--- src/hw/rtl/css_pkg.sv ---
// Shared types and constants for the chroma spill suppressor.
// No dependencies; compiled first.
package css_pkg;

  localparam int unsigned ChanW   = 8;
  localparam int unsigned WeightW = 17;
  localparam int unsigned GainW   = 20;
  localparam int unsigned BrightW = 17;
  localparam int unsigned GsumW   = GainW + 1;
  localparam int unsigned FactorW = 33;
  localparam int unsigned SpillW  = 40;
  localparam int unsigned SpillFrac = 32;
  localparam int unsigned ProdFrac  = 44;
  localparam int unsigned SplitW    = 20;
  localparam int unsigned PartW     = 42;
  localparam int unsigned CfgIdxW   = 3;
  localparam int unsigned CfgDataW  = 20;

  localparam logic [WeightW-1:0] Q16One = 17'd65536;

  localparam logic ScreenBlue = 1'b1;

  typedef enum logic [CfgIdxW-1:0] {
    REG_SCREEN_TYPE  = 3'd0,
    REG_ALPHA_ENABLE = 3'd1,
    REG_SPILL_MIX    = 3'd2,
    REG_SPILL_EXPAND = 3'd3,
    REG_RED_GAIN     = 3'd4,
    REG_GREEN_GAIN   = 3'd5,
    REG_BLUE_GAIN    = 3'd6,
    REG_BRIGHT_GAIN  = 3'd7
  } css_reg_e;

  // Load enables for the two stages that live inside each channel unit.
  typedef struct packed {
    logic ld3;
    logic ld4;
  } css_adv_t;

endpackage

--- src/hw/rtl/css_chan.sv ---
// One color channel of the gain path: split multiply, then exact add,
// floor and saturate. Depends on css_pkg.
module css_chan (
  input  logic                               clk_i,
  input  css_pkg::css_adv_t                  adv_i,
  input  logic [css_pkg::ChanW-1:0]          chan_i,
  input  logic [css_pkg::SpillW-1:0]         spill_i,
  input  logic signed [css_pkg::GsumW-1:0]   gain_i,
  output logic [css_pkg::ChanW-1:0]          res_o
);
  import css_pkg::*;

  logic [ChanW-1:0]        chan_q;
  logic signed [PartW-1:0] p_hi_q, p_hi_d;
  logic signed [PartW-1:0] p_lo_q, p_lo_d;
  logic signed [GsumW-1:0] hi_s, lo_s;
  logic signed [63:0]      sum;
  logic [ChanW-1:0]        res_q, res_d;

  // Spill is split in two 20-bit halves so each multiply stays narrow.
  assign hi_s   = {1'b0, spill_i[SpillW-1:SplitW]};
  assign lo_s   = {1'b0, spill_i[SplitW-1:0]};
  assign p_hi_d = PartW'(hi_s) * PartW'(gain_i);
  assign p_lo_d = PartW'(lo_s) * PartW'(gain_i);

  always_ff @(posedge clk_i) begin
    if (adv_i.ld3) begin
      chan_q <= chan_i;
      p_hi_q <= p_hi_d;
      p_lo_q <= p_lo_d;
    end
  end

  always_comb begin
    sum = $signed({12'd0, chan_q, 44'd0}) + (64'(p_hi_q) <<< SplitW) + 64'(p_lo_q);
    if (sum[63]) begin
      res_d = '0;
    end else if (|sum[62:ProdFrac+ChanW]) begin
      res_d = '1;
    end else begin
      res_d = sum[ProdFrac+ChanW-1:ProdFrac];
    end
  end

  always_ff @(posedge clk_i) begin
    if (adv_i.ld4) begin
      res_q <= res_d;
    end
  end

  assign res_o = res_q;

endmodule

--- config.mk ---
export PLATFORM = sky130hd
export DESIGN_NAME = css_chan
export DESIGN_NICKNAME = d
export VERILOG_FILES = /design/src/hw/rtl/css_pkg.sv /design/src/hw/rtl/css_chan.sv
export SDC_FILE = /design/constraint.sdc
export NUM_CORES = 2
export LEC_CHECK = 0
export BUFFER_PORTS_ARGS = -buffer_cell sky130_fd_sc_hd__buf_2
export CAP_MARGIN = 10
export CORE_UTILIZATION = 41
export CTS_BUF_LIST = sky130_fd_sc_hd__clkbuf_16
export CTS_CLUSTER_SIZE = 24
export DETAILED_ROUTE_END_ITERATION = 8
export PLACE_DENSITY = 0.55
export SLEW_MARGIN = 20
export SYNTH_ARGS = -nofsm -noshare
export SYNTH_HDL_FRONTEND = slang
export SYNTH_SLANG_ARGS = --single-unit
--- constraint.sdc ---
create_clock -name clk_i -period 7.48 [get_ports clk_i]
set_input_delay 0.748 -clock clk_i [delete_from_list [all_inputs] [get_ports clk_i]]
set_output_delay 0.748 -clock clk_i [all_outputs]
set_load 0.005 [all_outputs]
After elaboration in Yosys (flattened, before gate mapping):

Cells that the tools add are included.

* $add $sub $neg: 2
* multipliers: 2
* mux-type cells: 1
* reduce and logical (&&, ||, !) cells: 1

Operators with widths (count)
* 21-bit by 21-bit multiplier with 42-bit output: 2
* 63-bit by 42-bit adder with 64-bit output: 1
* 53-bit by 62-bit adder with 63-bit output: 1
* 11-bit OR reduction: 1
* 8-bit 2-to-1 mux: 1

* bits in registers: 100
* input bits: 72
* output and inout bits: 8

Logic depth before layout (Yosys ltp):

* word-level depth: 4
* mapped depth: 28
* gate-level depth less buffers: 26

Least setup slack after synthesis:

No wires, ideal clock.

* path type: input -> register
* start point: input gain_i[0] in the netlist's numbering
* end point: register p_hi_q[41], data pin
* setup time: 0.264 ns
* arrival time: 6.976 ns
* data required time: 7.216 ns
* slack: 0.240 ns
* cell stages on the path: 26
* path through: clkbuf_1 clkbuf_1 nand2_1 fa_1 inv_1 ha_1 inv_1 fa_1 inv_1 fa_1 fa_1 fa_1 inv_1 fa_1 inv_1 ha_1 nand4_1 nor3_1 o311ai_0 nand3_1 a311oi_2 o31ai_1 and4bb_2 a211oi_1 a221oi_1 xnor2_1

* cells in the longest elaborated chain, start to end: 1

RTL lines
* from (decl): RTL line css_chan.sv:8 `input logic signed [css_pkg::GsumW-1:0] gain_i,`
* 21-bit by 21-bit multiplier with 42-bit output: RTL line css_chan.sv:23 `assign p_hi_d = PartW'(hi_s) * PartW'(gain_i);`
* named net p_hi_d[41]: RTL line css_chan.sv:14 `logic signed [PartW-1:0] p_hi_q, p_hi_d;`
* to (signal assigned): RTL line css_chan.sv:29 `p_hi_q <= p_hi_d;`
* to (decl): RTL line css_chan.sv:14

The timed path passes the listed nets, and every way through them passes these cells.
A chain may end at the register's enable or synchronous reset.

Worst setup path after layout:

* start point: input gain_i[4] in the netlist's numbering
* end point: register p_lo_q[27], data pin

* cells in the longest elaborated chain, start to end: 1

RTL lines
* 21-bit by 21-bit multiplier with 42-bit output: RTL line css_chan.sv:24 `assign p_lo_d = PartW'(lo_s) * PartW'(gain_i);`
* named net p_lo_d[27]: RTL line css_chan.sv:15 `logic signed [PartW-1:0] p_lo_q, p_lo_d;`
* to (signal assigned): RTL line css_chan.sv:30 `p_lo_q <= p_lo_d;`
* to (decl): RTL line css_chan.sv:15

The timed path passes the listed nets, and every way through them passes these cells.

==> summary.md <==
| Metric | Value |
|---|---|
| Status | completed |
| CTS tree | built |
| Routed len/inst | 17.3 um |
| PortBufs | 79 |
| Via density | 4.94 |
| CTS Buf Count | 9 |
| Drt pass-1 iters | 5 |
| Nets | 4,837 |
| Htree depth | 3 |
| Synth Area in Adders | 0.578 |
| Final Cycle Share | 0.966 |
| Pin count of the biggest net entering global routing | 73 |
| Layout cells sized above 1 | 0.0784 |
| Final Hold Vio Count | 0 |
| CP endpoint kind | flop |
| Post-synth top flop | edfxtp_1 |
| Core area | 79,100 sq um |
| Flops & latches, synth | 80 |
| Final HPWL DP | 71,300 um |
| Slew headroom | 0.316 |
| First-pass GRT wire length | 136,000 um |
| Type of the worst setup path | in2reg |
| WHS | 0.564 ns |
| Die W | 285 um |
| Least-Margin Pin Slew | 1.03 ns |
| Clock-pin transition on the worst setup and hold timing paths | 0.06 ns |
| Clk sinks | 80 |
| Clk_skew | 0.00940 ns |
| Synth warn | 0 |
| Drt drc | 0 |
| Yosys cell types | 67 |
| Seq/Total Area, Yosys | 0.0731 |
| Clk buf depth | 2 |
| Post-Synth XOR/XNOR Area | 0.0192 |
| Synth Area in Simple Gates | 0.158 |
| Vias in the first global route | 24.8k |
| MaxCap Viol Count | 0 |
| Vias after detailed routing | 23.3k |
| Post-Synthesis Net Count | 4,738 |
| Grt met3 use | 0.0184 |
| Post-CTS Setup Inserts | 0 |
| FMAX | 138 MHz |
| Worst min-delay path class | in2reg |
| EDFF count, synth | 80 |
| Initial antenna violation count | 8 |
| Ports | 80 |
| Max-slew violations | 0 |
| Most common cell in the netlist | inv_1 |
| Met1 global-route usage | 0.314 |
| Synth async-reset ratio | 0 |
| Post-route ant nets | 0 |
| Cells after synthesis | 3,559 |
| Top cell type's share of synthesized area | 0.418 |
| Global Route Usage Sum | 0.211 |
| Die height | 285 um |
| Peak-usage layer in the global routing report | met2 |
| WL final | 81,600 um |
| Post-layout min period | 7.23 ns |
| Final estimated routing congestion in global placement | 0.856 |
| Syn avg cell area | 9.23 sq um |
| Fillers | 7,849 |
| Cell taking the most area after synthesis | fa_1 |
| Crit start category | input port |
| Post-Synthesis Cell Area | 32,900 sq um |
| Starting Density | 0.415 |
| Die area | 81,300 sq um |
| Area grow syn2layout | 8.76% |
| Clk_lat worst skew | 0.36 ns |
| Total grt overflow | 0 |
| Critical Path AT | 7.31 ns |
| Synth area leaders | fa_1 (42%), ha_1 (16%), inv_1 (9.5%) |
| Compound-Gate Fraction of Synth Area | 0.0562 |
| Initial DRC count | 1,217 |
| CTS root buf | clkbuf_16 |
| Mux share of post-synthesis cell area | 0.000952 |
| Final setup vio count | 0 |
| Main combinational cell family by area after synthesis | adder cells |
| CP max FO | 11 |
| Synth top cells by count | inv_1 (834), fa_1 (687), nand2_1 (442), ha_1 (420), and2_1 (397) |
| Number of core rows | 103 |
| Critical Path RT | 7.56 ns |
| RSZ-0062 raised after global routing | false |
| M2 GR Usage | 0.339 |
[cell families after synthesis]
group           Yosys count
compound gates          276
xor+xnor                 72
fa+ha+maj              1107
buf+inv                1002
flops                    80
mux                       3
simple gates           1019
[metrics by stage]
stage,worst slack [ns],std cells,instance area [sq um],setup TNS (ns),utilization
5_1_grt,0.0520,4714,35700,0,0.452
6_report,0.253,4714,35700,0,0.452
3_5_place_dp,-0.122,4696,35400,-0.533,0.448
4_1_cts,0.245,4711,35700,0,0.451
3_3_place_gp,-0.0725,4696,35400,-0.108,0.448
2_1_floorplan,0.240,3559,32900,0,-
[cell usage in the layout (no fill, tap or decap), drive strengths merged, types with 4 or more instances in the layout]
| cell type | netlist | layout |
|---|---|---|
| and2 | 397 | 397 |
| ha | 420 | 420 |
| o2111ai | 4 | 4 |
| a211oi | 11 | 11 |
| nand4b | 4 | 4 |
| a31oi | 11 | 11 |
| xor2 | 22 | 22 |
| a21oi | 88 | 88 |
| nand2 | 442 | 442 |
| nor2 | 37 | 37 |
| o211ai | 11 | 11 |
| fa | 687 | 687 |
| or3 | 4 | 4 |
| edfxtp | 80 | 80 |
| a311oi | 4 | 4 |
| nor2b | 36 | 36 |
| buf | 6 | 255 |
| nand2b | 24 | 24 |
| clkbuf | 162 | 10 |
| o21a | 10 | 10 |
| o21bai | 12 | 12 |
| xnor2 | 50 | 50 |
| nor3 | 10 | 10 |
| inv | 834 | 837 |
| o21ai | 39 | 39 |
| nand4 | 19 | 19 |
| a21o | 56 | 56 |
| nand3 | 20 | 20 |
| and3 | 13 | 13 |
[worst paths after layout]
path | from | endpoint | slack (ns) | depth (start not counted)
worst min register to register | p_hi_q[30] | res_o[6] | 1.12 | 4
worst max-delay path | gain_i[4] | p_lo_q[27] | 0.25 | 27
worst max register to register | p_lo_q[41] | res_o[7] | 2.91 | 13
worst min-delay path | chan_i[4] | chan_q[4] | 0.56 | 1
[repair_timing]
| item | 4_1_cts | 5_1_grt |
|---|---|---|
| hold endpoints to repair | 0 | 0 |
| resized for setup | 0 | 4 |
| hold buffers | 0 | 0 |
| endpoints found under the setup margin | 0 | 2 |
[registers in the layout (all words and copies together), names as in the netlist]
name    count
p_lo_q     22
res_o       8
chan_q      8
p_hi_q     42
[cell type report]
| type | count | area [sq um] | area share |
|---|---|---|---|
| Antenna cell | 2 | 5.00 | 0.000140 |
| Clock buffer | 9 | 225 | 0.00630 |
| Clock inverter | 6 | 55.1 | 0.00154 |
| Inverter | 834 | 3130 | 0.0876 |
| Multi-Input combinational cell | 2477 | 26700 | 0.747 |
| Sequential cell | 80 | 2400 | 0.0672 |
| Tap cell | 1050 | 1310 | 0.0368 |
| Timing Repair Buffer | 256 | 1900 | 0.0530 |
[per-layer routing]
metal	up-vias	wire length, um
li1	10900	-
met4	2	976
met3	56	3130
met1	11900	39500
met2	452	38000
met5	-	13
[worst max-delay path, stage by stage]
cell and delay (ns):
buf_2 0.26, buf_4 0.24, and2_1 0.16, fa_1 0.44, fa_1 0.53, inv_1 0.05
fa_1 0.47, inv_1 0.05, fa_1 0.49, inv_1 0.05, fa_1 0.52, inv_1 0.05
fa_1 0.47, inv_1 0.05, fa_1 0.47, inv_1 0.04, ha_1 0.28, a21oi_1 0.16
o21ai_0 0.10, o211ai_1 0.10, a21oi_1 0.11, a311o_1 0.42, a21oi_1 0.35, o21a_1 0.19
inv_1 0.05, a21oi_1 0.16, xnor2_1 0.29
Power is not shown: default switching activity piles up to over one toggle a cycle in this logic, so the estimate is an artifact.
